==> config.mk <==
export PLATFORM = sky130hd
export DESIGN_NAME = midi_velocity_curve_remap
export DESIGN_NICKNAME = d
export VERILOG_FILES = /design/src/hdl/mvc_pkg.sv /design/src/hdl/midi_velocity_curve_remap.sv /design/src/hdl/mvc_ram.sv /design/src/hdl/mvc_queue.sv /design/src/hdl/mvc_front.sv /design/src/hdl/mvc_back.sv
export SDC_FILE = /design/constraint.sdc
export NUM_CORES = 2
export LEC_CHECK = 0
export BUFFER_PORTS_ARGS = -buffer_cell sky130_fd_sc_hd__buf_2
export CELL_PAD_IN_SITES_DETAIL_PLACEMENT = 0
export CELL_PAD_IN_SITES_GLOBAL_PLACEMENT = 1
export CORE_MARGIN = 3
export CORE_UTILIZATION = 52
export CTS_CLUSTER_SIZE = 14
export DETAILED_ROUTE_END_ITERATION = 8
export PLACE_DENSITY = 0.77
export SLEW_MARGIN = 10
export SYNTH_ARGS = -nofsm -noshare
export SYNTH_HDL_FRONTEND = slang
export SYNTH_SLANG_ARGS = --single-unit
==> constraint.sdc <==
create_clock -name clk -period 9 [get_ports clk]
set_clock_uncertainty 0.1 [all_clocks]
set_input_delay 1.35 -clock clk [delete_from_list [all_inputs] [get_ports clk]]
set_output_delay 1.35 -clock clk [all_outputs]
set_load 0.005 [all_outputs]
==> src/hdl/mvc_pkg.sv <==
// ----------------------------------------------------------------------------
// mvc_pkg
// Types, codes and constants shared by the velocity curve remap block.
// ----------------------------------------------------------------------------
package mvc_pkg;

  localparam int NOTE_W      = 7;
  localparam int CHAN_W      = 5;
  localparam int CMD_W       = 2;
  localparam int PITCH_COUNT = 128;
  localparam int ACC_W       = 15;
  localparam int QUO_W       = 9;
  localparam int SUM_W       = 11;
  localparam int STEP_W      = 3;

  localparam int QDEPTH      = 2;
  localparam int QPTR_W      = $clog2(QDEPTH);
  localparam int QCNT_W      = $clog2(QDEPTH + 1);

  localparam int REG_IDX_W   = 3;
  localparam int REG_DATA_W  = 8;

  // register indexes
  localparam logic [REG_IDX_W-1:0] REG_CURVE_MODE      = 3'd0;
  localparam logic [REG_IDX_W-1:0] REG_SCALE_PERCENT   = 3'd1;
  localparam logic [REG_IDX_W-1:0] REG_VELOCITY_OFFSET = 3'd2;
  localparam logic [REG_IDX_W-1:0] REG_FIXED_VELOCITY  = 3'd3;
  localparam logic [REG_IDX_W-1:0] REG_TARGET_CHANNEL  = 3'd4;

  // curve modes
  localparam logic [1:0] CURVE_LINEAR = 2'd0;
  localparam logic [1:0] CURVE_ROOT   = 2'd1;
  localparam logic [1:0] CURVE_SQUARE = 2'd2;
  localparam logic [1:0] CURVE_CONST  = 2'd3;

  // event kinds on the wire
  localparam logic [CMD_W-1:0] CMD_NOTE_ON  = 2'd0;
  localparam logic [CMD_W-1:0] CMD_NOTE_OFF = 2'd1;

  // reset values and arithmetic constants
  localparam logic [7:0]        SCALE_DEFAULT = 8'd100;
  localparam logic [NOTE_W-1:0] FIXED_DEFAULT = 7'd100;
  localparam logic [CHAN_W-1:0] CHAN_MAX      = 5'd16;
  localparam logic [NOTE_W-1:0] VEL_MAX       = 7'h7F;
  localparam int                PCT_BASE      = 100;
  localparam int                RECIP127_MUL  = 129;   // 16384/127, rounded down
  localparam int                RECIP127_SHR  = 14;
  localparam int                RECIP100_MUL  = 655;   // 65536/100, rounded down
  localparam int                RECIP100_SHR  = 16;
  localparam logic [STEP_W-1:0] ROOT_TOP_BIT  = 3'd6;

  typedef enum logic [1:0] {
    K_ON,
    K_OFF,
    K_PASS
  } kind_t;

  typedef enum logic [3:0] {
    B_IDLE,
    B_LOOK,
    B_SQRT,
    B_SQR,
    B_DIV127A,
    B_DIV127B,
    B_SCALE,
    B_DIV100A,
    B_DIV100B,
    B_EMIT
  } back_state_t;

  typedef struct packed {
    logic [CMD_W-1:0]  command;
    logic [CHAN_W-1:0] source_channel;
    logic [NOTE_W-1:0] note_number;
    logic [NOTE_W-1:0] note_velocity;
  } in_item_t;

  typedef struct packed {
    logic [CMD_W-1:0]  out_command;
    logic [CHAN_W-1:0] out_channel_number;
    logic [NOTE_W-1:0] out_note;
    logic [NOTE_W-1:0] out_velocity;
  } out_item_t;

  typedef struct packed {
    logic [1:0]        curve_mode;
    logic [7:0]        scale_percent;
    logic signed [7:0] velocity_offset;
    logic [NOTE_W-1:0] fixed_velocity;
    logic [CHAN_W-1:0] target_channel;
  } cfg_t;

  typedef struct packed {
    logic [CMD_W-1:0]  command;
    kind_t             kind;
    logic [NOTE_W-1:0] note;
    logic [NOTE_W-1:0] vel;
    logic [CHAN_W-1:0] chan;
  } qent_t;

  typedef struct packed {
    logic empty;
    logic full;
  } q_status_t;

endpackage

==> src/hdl/midi_velocity_curve_remap.sv <==
// ----------------------------------------------------------------------------
// midi_velocity_curve_remap
// The back sequencer takes one event at a time: idle, look, emit. A linear
// or fixed note-on adds scale, div100a and div100b; the hard curve puts sqr,
// div127a, div127b before scale, the soft curve sqrt, one root bit a cycle.
// The front keeps taking beats into a two-entry queue meanwhile.
// Reset clears the registers to their defaults, the queue, the sequencer and
// the 128 pitch record valid bits; no clearing pass is needed.
// ----------------------------------------------------------------------------
module midi_velocity_curve_remap (
  input  logic                               clk,
  input  logic                               rst,
  input  logic                               item_valid,
  output logic                               item_stall,
  input  mvc_pkg::in_item_t                  item,
  output logic                               result_valid,
  input  logic                               result_stall,
  output mvc_pkg::out_item_t                 result,
  input  logic                               wr_en,
  input  logic [mvc_pkg::REG_IDX_W-1:0]      wr_index,
  input  logic [mvc_pkg::REG_DATA_W-1:0]     wr_data
);

  mvc_pkg::cfg_t      cfg;
  mvc_pkg::qent_t     q_in;
  mvc_pkg::qent_t     q_head;
  mvc_pkg::q_status_t q_status;
  logic               q_push;
  logic               q_pop;

  // Configuration registers. A zero scale or fixed velocity falls back to
  // the default; a target channel above sixteen is dropped.
  always_ff @(posedge clk) begin
    if (rst) begin
      cfg.curve_mode      <= mvc_pkg::CURVE_LINEAR;
      cfg.scale_percent   <= mvc_pkg::SCALE_DEFAULT;
      cfg.velocity_offset <= '0;
      cfg.fixed_velocity  <= mvc_pkg::FIXED_DEFAULT;
      cfg.target_channel  <= '0;
    end else if (wr_en) begin
      unique case (wr_index)
        mvc_pkg::REG_CURVE_MODE: begin
          cfg.curve_mode <= wr_data[1:0];
        end
        mvc_pkg::REG_SCALE_PERCENT: begin
          cfg.scale_percent <= (wr_data != '0) ? wr_data : mvc_pkg::SCALE_DEFAULT;
        end
        mvc_pkg::REG_VELOCITY_OFFSET: begin
          cfg.velocity_offset <= $signed(wr_data);
        end
        mvc_pkg::REG_FIXED_VELOCITY: begin
          cfg.fixed_velocity <= (wr_data[mvc_pkg::NOTE_W-1:0] != '0) ?
                                wr_data[mvc_pkg::NOTE_W-1:0] : mvc_pkg::FIXED_DEFAULT;
        end
        mvc_pkg::REG_TARGET_CHANNEL: begin
          if (wr_data[mvc_pkg::CHAN_W-1:0] <= mvc_pkg::CHAN_MAX) begin
            cfg.target_channel <= wr_data[mvc_pkg::CHAN_W-1:0];
          end
        end
        default: begin
        end
      endcase
    end
  end

  // Front: take a beat whenever the queue has room, classify it and remap
  // its channel.
  mvc_front u_front (
    .item_valid (item_valid),
    .item_stall (item_stall),
    .item       (item),
    .cfg        (cfg),
    .q_status   (q_status),
    .push       (q_push),
    .entry      (q_in)
  );

  // Queue: decouple the front from the multi-cycle back.
  mvc_queue u_queue (
    .clk       (clk),
    .rst       (rst),
    .push      (q_push),
    .entry_in  (q_in),
    .pop       (q_pop),
    .entry_out (q_head),
    .status    (q_status)
  );

  // Back: look up the pitch record, reshape the velocity of a note-on and
  // hold the result beat in its output register until taken.
  mvc_back u_back (
    .clk          (clk),
    .rst          (rst),
    .cfg          (cfg),
    .q_head       (q_head),
    .q_status     (q_status),
    .pop          (q_pop),
    .result_valid (result_valid),
    .result_stall (result_stall),
    .result       (result)
  );

`ifndef SYNTH
  a_no_overflow: assert property (@(posedge clk) disable iff (rst)
    q_push |-> !q_status.full)
    else $error("queue written while full");

  a_no_underflow: assert property (@(posedge clk) disable iff (rst)
    q_pop |-> !q_status.empty)
    else $error("queue read while empty");

  a_accept_fills: assert property (@(posedge clk) disable iff (rst)
    (item_valid && !item_stall && q_status.empty && !q_pop) |=> !q_status.empty)
    else $error("accepted beat did not reach the queue");

  a_reset_quiet: assert property (@(posedge clk)
    rst |=> !result_valid)
    else $error("result valid straight after reset");
`endif

endmodule

==> src/hdl/mvc_ram.sv <==
// ----------------------------------------------------------------------------
// mvc_ram
// Generic single write port, single read port RAM with registered read.
// ----------------------------------------------------------------------------
module mvc_ram #(
  parameter int WIDTH = 8,
  parameter int DEPTH = 16
) (
  input  logic                     clk,
  input  logic                     we,
  input  logic [$clog2(DEPTH)-1:0] waddr,
  input  logic [WIDTH-1:0]         wdata,
  input  logic [$clog2(DEPTH)-1:0] raddr,
  output logic [WIDTH-1:0]         rdata
);

  logic [WIDTH-1:0] mem [DEPTH];

  always_ff @(posedge clk) begin
    if (we) begin
      mem[waddr] <= wdata;
    end
    rdata <= mem[raddr];
  end

endmodule

==> src/hdl/mvc_queue.sv <==
// ----------------------------------------------------------------------------
// mvc_queue
// Short FIFO between the front and the back of the block.
// ----------------------------------------------------------------------------
module mvc_queue (
  input  logic               clk,
  input  logic               rst,
  input  logic               push,
  input  mvc_pkg::qent_t     entry_in,
  input  logic               pop,
  output mvc_pkg::qent_t     entry_out,
  output mvc_pkg::q_status_t status
);

  mvc_pkg::qent_t                  slots [mvc_pkg::QDEPTH];
  logic [mvc_pkg::QPTR_W-1:0]      wr_ptr;
  logic [mvc_pkg::QPTR_W-1:0]      rd_ptr;
  logic [mvc_pkg::QCNT_W-1:0]      count;

  function automatic logic [mvc_pkg::QPTR_W-1:0] wrap_inc(
    input logic [mvc_pkg::QPTR_W-1:0] p
  );
    if (p == mvc_pkg::QPTR_W'(mvc_pkg::QDEPTH - 1)) begin
      return '0;
    end
    return p + mvc_pkg::QPTR_W'(1);
  endfunction

  always_ff @(posedge clk) begin
    if (rst) begin
      wr_ptr <= '0;
      rd_ptr <= '0;
      count  <= '0;
    end else begin
      if (push) begin
        wr_ptr <= wrap_inc(wr_ptr);
      end
      if (pop) begin
        rd_ptr <= wrap_inc(rd_ptr);
      end
      if (push && !pop) begin
        count <= count + mvc_pkg::QCNT_W'(1);
      end else if (pop && !push) begin
        count <= count - mvc_pkg::QCNT_W'(1);
      end
    end
  end

  always_ff @(posedge clk) begin
    if (push) begin
      slots[wr_ptr] <= entry_in;
    end
  end

  assign entry_out    = slots[rd_ptr];
  assign status.empty = (count == '0);
  assign status.full  = (count == mvc_pkg::QCNT_W'(mvc_pkg::QDEPTH));

endmodule

==> src/hdl/mvc_front.sv <==
// ----------------------------------------------------------------------------
// mvc_front
// Accepts note events, classifies them and remaps the channel.
// ----------------------------------------------------------------------------
module mvc_front (
  input  logic               item_valid,
  output logic               item_stall,
  input  mvc_pkg::in_item_t  item,
  input  mvc_pkg::cfg_t      cfg,
  input  mvc_pkg::q_status_t q_status,
  output logic               push,
  output mvc_pkg::qent_t     entry
);

  logic [mvc_pkg::CHAN_W-1:0] src_fold;
  logic [3:0]                 src_low;

  assign item_stall = q_status.full;
  assign push       = item_valid && !q_status.full;

  // fold any source channel onto 1..16
  assign src_low  = item.source_channel[3:0] + 4'd15;
  assign src_fold = {1'b0, src_low} + mvc_pkg::CHAN_W'(1);

  always_comb begin
    entry.command = item.command;
    entry.note    = item.note_number;
    entry.vel     = item.note_velocity;
    entry.chan    = (cfg.target_channel != '0) ? cfg.target_channel : src_fold;
    unique case (item.command)
      mvc_pkg::CMD_NOTE_ON:  entry.kind = mvc_pkg::K_ON;
      mvc_pkg::CMD_NOTE_OFF: entry.kind = mvc_pkg::K_OFF;
      default:               entry.kind = mvc_pkg::K_PASS;
    endcase
  end

endmodule

==> src/hdl/mvc_back.sv <==
// ----------------------------------------------------------------------------
// mvc_back
// Sequencer that looks up the pitch record, reshapes note-on velocity and
// holds the result beat in the output register.
// ----------------------------------------------------------------------------
module mvc_back (
  input  logic               clk,
  input  logic               rst,
  input  mvc_pkg::cfg_t      cfg,
  input  mvc_pkg::qent_t     q_head,
  input  mvc_pkg::q_status_t q_status,
  output logic               pop,
  output logic               result_valid,
  input  logic               result_stall,
  output mvc_pkg::out_item_t result
);

  mvc_pkg::back_state_t state;
  mvc_pkg::back_state_t state_next;

  mvc_pkg::qent_t                   cur;
  logic [mvc_pkg::CHAN_W-1:0]       chan_sel;
  logic [mvc_pkg::NOTE_W-1:0]       vel_res;
  logic [mvc_pkg::NOTE_W-1:0]       curve;
  logic [mvc_pkg::ACC_W-1:0]        acc;
  logic [mvc_pkg::QUO_W-1:0]        quo;
  logic [mvc_pkg::STEP_W-1:0]       step;
  logic [mvc_pkg::PITCH_COUNT-1:0]  rec_valid;

  logic                             ram_we;
  logic [mvc_pkg::CHAN_W-1:0]       ram_rdata;
  logic                             out_free;
  logic                             load;

  logic [mvc_pkg::NOTE_W-1:0]       trial;
  logic [2*mvc_pkg::NOTE_W-1:0]     trial_sq;
  logic [20:0]                      prod127;
  logic [24:0]                      prod100;
  logic [mvc_pkg::ACC_W-1:0]        rem127;
  logic [mvc_pkg::ACC_W-1:0]        rem100;
  logic [mvc_pkg::QUO_W-1:0]        quo_fix;
  logic signed [mvc_pkg::SUM_W-1:0] vsum;
  logic [mvc_pkg::NOTE_W-1:0]       vclamp;

  mvc_ram #(
    .WIDTH (mvc_pkg::CHAN_W),
    .DEPTH (mvc_pkg::PITCH_COUNT)
  ) u_rec (
    .clk   (clk),
    .we    (ram_we),
    .waddr (cur.note),
    .wdata (cur.chan),
    .raddr (q_head.note),
    .rdata (ram_rdata)
  );

  assign out_free = !result_valid || !result_stall;

  // next state
  always_comb begin
    state_next = state;
    unique case (state)
      mvc_pkg::B_IDLE: begin
        if (!q_status.empty) state_next = mvc_pkg::B_LOOK;
      end
      mvc_pkg::B_LOOK: begin
        if (cur.kind == mvc_pkg::K_ON) begin
          unique case (cfg.curve_mode)
            mvc_pkg::CURVE_ROOT:   state_next = mvc_pkg::B_SQRT;
            mvc_pkg::CURVE_SQUARE: state_next = mvc_pkg::B_SQR;
            default:               state_next = mvc_pkg::B_SCALE;
          endcase
        end else begin
          state_next = mvc_pkg::B_EMIT;
        end
      end
      mvc_pkg::B_SQRT: begin
        if (step == '0) state_next = mvc_pkg::B_SCALE;
      end
      mvc_pkg::B_SQR:     state_next = mvc_pkg::B_DIV127A;
      mvc_pkg::B_DIV127A: state_next = mvc_pkg::B_DIV127B;
      mvc_pkg::B_DIV127B: state_next = mvc_pkg::B_SCALE;
      mvc_pkg::B_SCALE:   state_next = mvc_pkg::B_DIV100A;
      mvc_pkg::B_DIV100A: state_next = mvc_pkg::B_DIV100B;
      mvc_pkg::B_DIV100B: state_next = mvc_pkg::B_EMIT;
      mvc_pkg::B_EMIT: begin
        if (out_free) state_next = mvc_pkg::B_IDLE;
      end
      default: state_next = mvc_pkg::B_IDLE;
    endcase
  end

  // control outputs
  always_comb begin
    pop    = (state == mvc_pkg::B_IDLE) && !q_status.empty;
    ram_we = (state == mvc_pkg::B_LOOK) && (cur.kind == mvc_pkg::K_ON);
    load   = (state == mvc_pkg::B_EMIT) && out_free;
  end

  // datapath
  always_comb begin
    trial    = curve | (mvc_pkg::NOTE_W'(1) << step);
    trial_sq = (2*mvc_pkg::NOTE_W)'(trial) * (2*mvc_pkg::NOTE_W)'(trial);
    prod127  = 21'(acc) * 21'(mvc_pkg::RECIP127_MUL);
    prod100  = 25'(acc) * 25'(mvc_pkg::RECIP100_MUL);
    rem127   = acc - mvc_pkg::ACC_W'(quo) * mvc_pkg::ACC_W'(mvc_pkg::VEL_MAX);
    rem100   = acc - mvc_pkg::ACC_W'(quo) * mvc_pkg::ACC_W'(mvc_pkg::PCT_BASE);
    quo_fix  = (rem100 >= mvc_pkg::ACC_W'(mvc_pkg::PCT_BASE)) ?
               quo + mvc_pkg::QUO_W'(1) : quo;
    vsum     = $signed({2'b00, quo_fix})
             + $signed({{(mvc_pkg::SUM_W-8){cfg.velocity_offset[7]}},
                        cfg.velocity_offset});
    if (vsum < $signed(mvc_pkg::SUM_W'(1))) begin
      vclamp = mvc_pkg::NOTE_W'(1);
    end else if (vsum > $signed({4'b0000, mvc_pkg::VEL_MAX})) begin
      vclamp = mvc_pkg::VEL_MAX;
    end else begin
      vclamp = vsum[mvc_pkg::NOTE_W-1:0];
    end
  end

  always_ff @(posedge clk) begin
    if (rst) begin
      state        <= mvc_pkg::B_IDLE;
      rec_valid    <= '0;
      result_valid <= 1'b0;
    end else begin
      state <= state_next;
      if (state == mvc_pkg::B_LOOK) begin
        if (cur.kind == mvc_pkg::K_ON) begin
          rec_valid[cur.note] <= 1'b1;
        end else if (cur.kind == mvc_pkg::K_OFF) begin
          rec_valid[cur.note] <= 1'b0;
        end
      end
      if (load) begin
        result_valid <= 1'b1;
      end else if (!result_stall) begin
        result_valid <= 1'b0;
      end
    end
  end

  always_ff @(posedge clk) begin
    if (pop) begin
      cur <= q_head;
    end
    unique case (state)
      mvc_pkg::B_LOOK: begin
        chan_sel <= ((cur.kind == mvc_pkg::K_OFF) && rec_valid[cur.note]) ?
                    ram_rdata : cur.chan;
        vel_res  <= cur.vel;
        step     <= mvc_pkg::ROOT_TOP_BIT;
        unique case (cfg.curve_mode)
          mvc_pkg::CURVE_ROOT: begin
            curve <= '0;
            acc   <= mvc_pkg::ACC_W'(cur.vel) * mvc_pkg::ACC_W'(mvc_pkg::VEL_MAX);
          end
          mvc_pkg::CURVE_CONST: curve <= cfg.fixed_velocity;
          default:              curve <= cur.vel;
        endcase
      end
      mvc_pkg::B_SQRT: begin
        // one root bit per cycle, most significant first
        if (trial_sq <= acc[2*mvc_pkg::NOTE_W-1:0]) curve <= trial;
        step <= step - mvc_pkg::STEP_W'(1);
      end
      mvc_pkg::B_SQR: begin
        acc <= mvc_pkg::ACC_W'(cur.vel) * mvc_pkg::ACC_W'(cur.vel);
      end
      mvc_pkg::B_DIV127A: begin
        quo <= mvc_pkg::QUO_W'(prod127 >> mvc_pkg::RECIP127_SHR);
      end
      mvc_pkg::B_DIV127B: begin
        curve <= (rem127 >= mvc_pkg::ACC_W'(mvc_pkg::VEL_MAX)) ?
                 quo[mvc_pkg::NOTE_W-1:0] + mvc_pkg::NOTE_W'(1) :
                 quo[mvc_pkg::NOTE_W-1:0];
      end
      mvc_pkg::B_SCALE: begin
        acc <= mvc_pkg::ACC_W'(curve) * mvc_pkg::ACC_W'(cfg.scale_percent);
      end
      mvc_pkg::B_DIV100A: begin
        quo <= mvc_pkg::QUO_W'(prod100 >> mvc_pkg::RECIP100_SHR);
      end
      mvc_pkg::B_DIV100B: begin
        vel_res <= vclamp;
      end
      default: begin
      end
    endcase
    if (load) begin
      result.out_command        <= cur.command;
      result.out_channel_number <= chan_sel;
      result.out_note           <= cur.note;
      result.out_velocity       <= vel_res;
    end
  end

endmodule

# After elaboration in Yosys (flattened, before gate mapping)

Memory sizes are Yosys's and may differ from the RTL's. A register that Yosys moved wholly into a read port is not among the register bits.
Cells that the tools add are included.

Reduce and logical (&&, ||, !) cells: 40
Muxes and demuxes: 49
Order comparisons: 8
$mul: 8
Add/sub/neg operators: 12
Bitwise logic cells: 4
Shift-type cells: 1
Equality and inequality tests: 25

Operators with widths:

| kind                     | number |
|---|---|
| $mux W128                | 2 |
| $and A128 B128 Y128      | 1 |
| $not A128 Y128           | 1 |
| $or A128 B128 Y128       | 1 |
| $pmux W15 S3             | 1 |
| $pmux W4 S10             | 1 |
| $mux W7                  | 5 |
| $ge A15 B7 Y1 const B    | 2 |
| $sub A15 B15 Y15         | 2 |
| $mul A7 B7 Y14           | 2 |
| $pmux W7 S2              | 2 |
| $mul A15 B10 Y25 const B | 1 |
| $mul A15 B8 Y21 const B  | 1 |
| $pmux W7 S3              | 1 |
| $mux W1                  | 20 |
| $pmux W9 S2              | 1 |
| $eq A4 B3 Y1 const B     | 4 |
| $mux W4                  | 4 |
| $mul A7 B8 Y15           | 1 |
| $mul A9 B7 Y15 const B   | 1 |
| $mux W15                 | 1 |
| $le A14 B14 Y1           | 1 |
| $mul A7 B7 Y14 const B   | 1 |
| $reduce_and A2 Y1        | 7 |
| other kinds (47)         | 83 |

Bits in registers: 257
Output and inout bits: 23
Input bits: 37
Logic and storage cells: 175
Memory bits (writable): 686
Memories: 2

Memory list:

| memory           | words | width | read ports | clocked after memory_dff | write ports | RTL line        | text |
|---|---|---|---|---|---|---|---|
| u_back.u_rec.mem | 128   | 5     | 1          | 1                        | 1           | mvc_ram.sv:17   | `logic [WIDTH-1:0] mem [DEPTH];` |
| u_queue.slots    | 2     | 23    | 1          | 1                        | 1           | mvc_queue.sv:15 | `mvc_pkg::qent_t slots [mvc_pkg::QDEPTH];` |

# Logic depth before layout (Yosys ltp)

Depth after elaboration: 9
Gate-level depth with buffers: 33
Gate-level depth less buffers: 33

# Cells and area by module

A second synthesis with hierarchy kept.

Cells, all modules: 3824
Area total of the unflattened synthesis: 50915.1 um^2

Modules (own cells, without submodules):

| module                    | area each (um^2) | seq. area each (um^2) | instances | cells an instance |
|---|---|---|---|---|
| mvc_ram                   | 25060.3          | 19318.5               | 1         | 1090 |
| mvc_back                  | 22452.8          | 5365.1                | 1         | 2475 |
| mvc_queue                 | 1863.0           | 1481.4                | 1         | 93 |
| midi_velocity_curve_remap | 1192.4           | 600.6                 | 1         | 123 |
| mvc_front                 | 346.6            | 0.0                   | 1         | 43 |

# Worst setup path after synthesis

No wires, ideal clock.

Path kind: flip-flop to flip-flop
From: register u_back.quo[3] (netlist bit)
To: register u_back.vel_res[0] (netlist bit), data pin
Cell stages (with the launch flop): 31
Slack: 1.753 ns
Clock period less this slack: 7.247 ns
Setup time: 0.266 ns
Required time: 8.634 ns
Arrival: 6.881 ns
Buffers on the path: 0
Cells stage by stage: edfxtp_1 > inv_1 > ha_1 > ha_1 > fa_1 > ha_1 > a21oi_1 > o21bai_1 > a21oi_1 > o21bai_1 > a21oi_1 > xor2_1 > ha_1 > a21o_1 > a31o_1 > or3_1 > a21o_1 > a2111oi_4 > nand3_4 > xnor2_1 > ha_1 > inv_1 > fa_1 > nor2b_1 > o31a_1 > o2111ai_1 > a21o_1 > mux2i_1 > nand4_1 > nor4b_1 > a21oi_1

Cells in the longest elaborated chain, start to end: 9
Elaborated cells on any way between the ends: 11
Those cells by class: add/sub: 3; mul: 1; order compare: 3; mux: 4

RTL lines:

| element                | RTL line        | text |
|---|---|---|
| from (decl)            | mvc_back.sv:26  | `logic [mvc_pkg::QUO_W-1:0] quo;` |
| from (signal assigned) | mvc_back.sv:172 | `quo <= mvc_pkg::QUO_W'(prod127 >> mvc_pkg::RECIP127_SHR);` |
| from (signal assigned) | mvc_back.sv:183 | `quo <= mvc_pkg::QUO_W'(prod100 >> mvc_pkg::RECIP100_SHR);` |
| $mul A9 B5 Y13         | mvc_back.sv:107 | `rem100 = acc - mvc_pkg::ACC_W'(quo) * mvc_pkg::ACC_W'(mvc_pkg::PCT_BASE);` |
| $sub A15 B15 Y15       | mvc_back.sv:107 |  |
| $ge A15 B7 Y1          | mvc_back.sv:108 | `quo_fix = (rem100 >= mvc_pkg::ACC_W'(mvc_pkg::PCT_BASE)) ?` |
| $mux W9 *              | mvc_back.sv:108 |  |
| $add A10 B8 Y11 *      | mvc_back.sv:111 | `+ $signed({{(mvc_pkg::SUM_W-8){cfg.velocity_offset[7]}},` |
| $gt A11 B8 Y1          | mvc_back.sv:115 | `end else if (vsum > $signed({4'b0000, mvc_pkg::VEL_MAX})) begin` |
| $mux W7                | mvc_back.sv:115 |  |
| $mux W7 *              | mvc_back.sv:113 | `if (vsum < $signed(mvc_pkg::SUM_W'(1))) begin` |
| $pmux W7 S2 *          | mvc_back.sv:148 | `unique case (state)` |
| to (signal assigned)   | mvc_back.sv:152 | `vel_res <= cur.vel;` |
| to (signal assigned)   | mvc_back.sv:186 | `vel_res <= vclamp;` |
| to (decl)              | mvc_back.sv:23  | `logic [mvc_pkg::NOTE_W-1:0] vel_res;` |

Mark *: on every way between the ends. The rest lies on a longest branch, timed or not.
A chain may end at the register's enable or synchronous reset.

# Final worst setup path

Ends and elaborated chain as after synthesis.

==> flow_summary.toml <==
[worst_setup_path]
worst_setup_path_start_kind = "flop"
crit_buf_inv = 2
max_stage_delay_ns = 0.73
cpMostUsedCell = "ha_1"
arrival_ns = 8.59
crit_type = "reg -> reg"
crit_fanout = 8
slowest_stage = "a2111oi_4"
critPathRequiredTime_ns = 9.27
cp-end-kind = "flop"
critPathTopFamily = "compound AO/OA/AOI/OAI gates"

[yosys]
seq_area_frac_synth_pct = 52.3
syn_inst = 4561
synth_top_area_cell = "edfxtp_1"
synth.avg_cell_area_um2 = 11.2
yosys_warnings = 0
synthTopCellsByArea = "edfxtp_1 (46%), ha_1 (8.3%), dfxtp_1 (6.8%)"
synth_area_mm2 = 0.0511
synthArstFlopShare_pct = 0
netlist-cell-type-count = 85
ys_ff_latch = 949
synth-main-ff-cell = "edfxtp_1"
syn-num-nets = 5107
synth_edf_count = 776
synth_top_area_share_pct = 45.6

[clock_tree]
cts_tree = "built"
cts_max_path_buffers = 3
clock_sinks = 949
ctsHoldBuffers = 0
cts_resized = 0
htree_levels = 3
cts_inserted_buffers = 98
cts_root_buf = "clkbuf_16"
clk_pin_slew_worst_paths_ns = 0.06
cts_setup_buffers = 0
clk_latency_ns = 0.68

[routing]
remaining_drc_errors = 0
num_vias = 34600
wl_per_cell_um = 22.0
ant_nets = 0
via_per_inst = 5.88
drt-total-wl_um = 130000
dr.pass1.iters = 5
drtIter0Drc = 3216

[sta]
setup-violations-final = 0
tightest_slew_ns = 1.22
max_slew_margin_pct = 19.0
final.period_utilization_pct = 92.4
max_freq_mhz = 120
finalHoldViolCount = 0
period_needed_ns = 8.32
drv_slew = 0
grt_setup_unrepaired = "false"
tns_ns = 0

[layout]
final_common_cell = "edfxtp_1"
nFillCells = 8098
syn2layout_area_growth_pct = 9.02
final_cell_mix = "edfxtp_1 (776), nand2_1 (745), ha_1 (340)"
register_area_mm2 = 0.0268
diodes = 0
drive_gt1_share_pct = 7.05
stdcell_area_mm2 = 0.0557
final_nets = 5078
multi_input_area_mm2 = 0.0224

[placement]
hpwlAfterDp_um = 83600
gp_congestion = 0.885
post_dp_cell_area_mm2 = 0.0526
port_buffers = 58

[global_route]
grt_pass1_vias = 33800
grt_overflow = 0
grt_pass1_wl_um = 201000
antenna_found_initial = 2
grt_start_max_net_pins = 207
track_usage_pct = 25.3

[run_status]
status = "complete, no violations"

[die]
core_mm2 = 0.0971
die_h_um = 320
dieWidth_um = 320
ioPinCount = 60
dieArea_mm2 = 0.102
core.rowCount = 114
start_util_pct = 52.6

[hold_path]
hold_class = "reg -> reg"

[flow_run]
cap_violations = 0
[final cells by class]
cell class | instances | area share [%]
sequential | 949 | 48.0
timing repair buffer | 124 | 1.46
tap | 1276 | 2.86
clock buffer | 132 | 4.74
clock inverter | 46 | 0.855
inverter | 291 | 1.98
multi-input combinational | 3068 | 40.1
[routing by layer]
| metal | global-route usage [%] | routed length, um |
|---|---|---|
| met5 | 0 | 26 |
| met4 | 6.49 | 3020 |
| met3 | 3.30 | 7920 |
| met2 | 41.3 | 61300 |
| met1 | 36.0 | 57500 |
[worst reg2reg max path: cells and delay by family (launching register included)]
kind,cells,cell delay [ns]
buffers and inverters,2,0.37
multiplexers,1,0.13
AND/OR/NAND/NOR,5,1.34
AO/OA/AOI/OAI,13,2.85
adder cells (fa/ha/maj),7,2.33
XOR/XNOR,2,0.39
flip-flops,1,0.54
[final timing paths]
check                           slack (ns)                 to              start  depth (start not counted)
worst max-delay path                  0.68  u_back.vel_res[0]      u_back.quo[3]                         30
worst min-delay path                  0.32   u_back.result[1]  u_back.vel_res[1]                          0
worst max register to register        0.68  u_back.vel_res[0]      u_back.quo[3]                         30
worst min register to register        0.32   u_back.result[1]  u_back.vel_res[1]                          0
[stage by stage]
step	hold slack (ns)	cells	utilization (%)	worst slack [ns]
after CTS	0.319	5886	57.4	0.679
after detailed placement	0.308	5708	54.2	0.715
after global placement	0.301	5708	54.2	0.836
after floorplan	0.300	4561	-	1.75
final	0.321	5886	57.4	0.684
after global routing	0.328	5886	57.4	0.0148
[synth_stat cells, types with 39 or more instances]
cell      number
a311oi_1     147
nor2_1       291
xnor2_1       77
o21ai_0       72
buf_2         41
ha_1         340
a22oi_1       40
inv_1        287
nor3_1        39
nand2_1      745
dfxtp_1      173
mux2i_1      125
clkbuf_1     199
edfxtp_1     776
fa_1         169
a21oi_1      217
nand3_1      282
[cell families (layout without fill, tap and decap cells)]
logic type / count (synthesis) / after routing / share of synthesized area, %
multiplexers: 156 / 156 / 3.25
AND/OR/NAND/NOR: 1545 / 1545 / 13.2
AO/OA/AOI/OAI: 750 / 750 / 10.3
flip-flops: 949 / 949 / 52.3
buffers and inverters: 544 / 593 / 4.11
XOR/XNOR: 108 / 108 / 1.85
adder cells (fa/ha/maj): 509 / 509 / 14.9
Power is not shown: default switching activity piles up to over one toggle a cycle in this logic, so the estimate is an artifact.
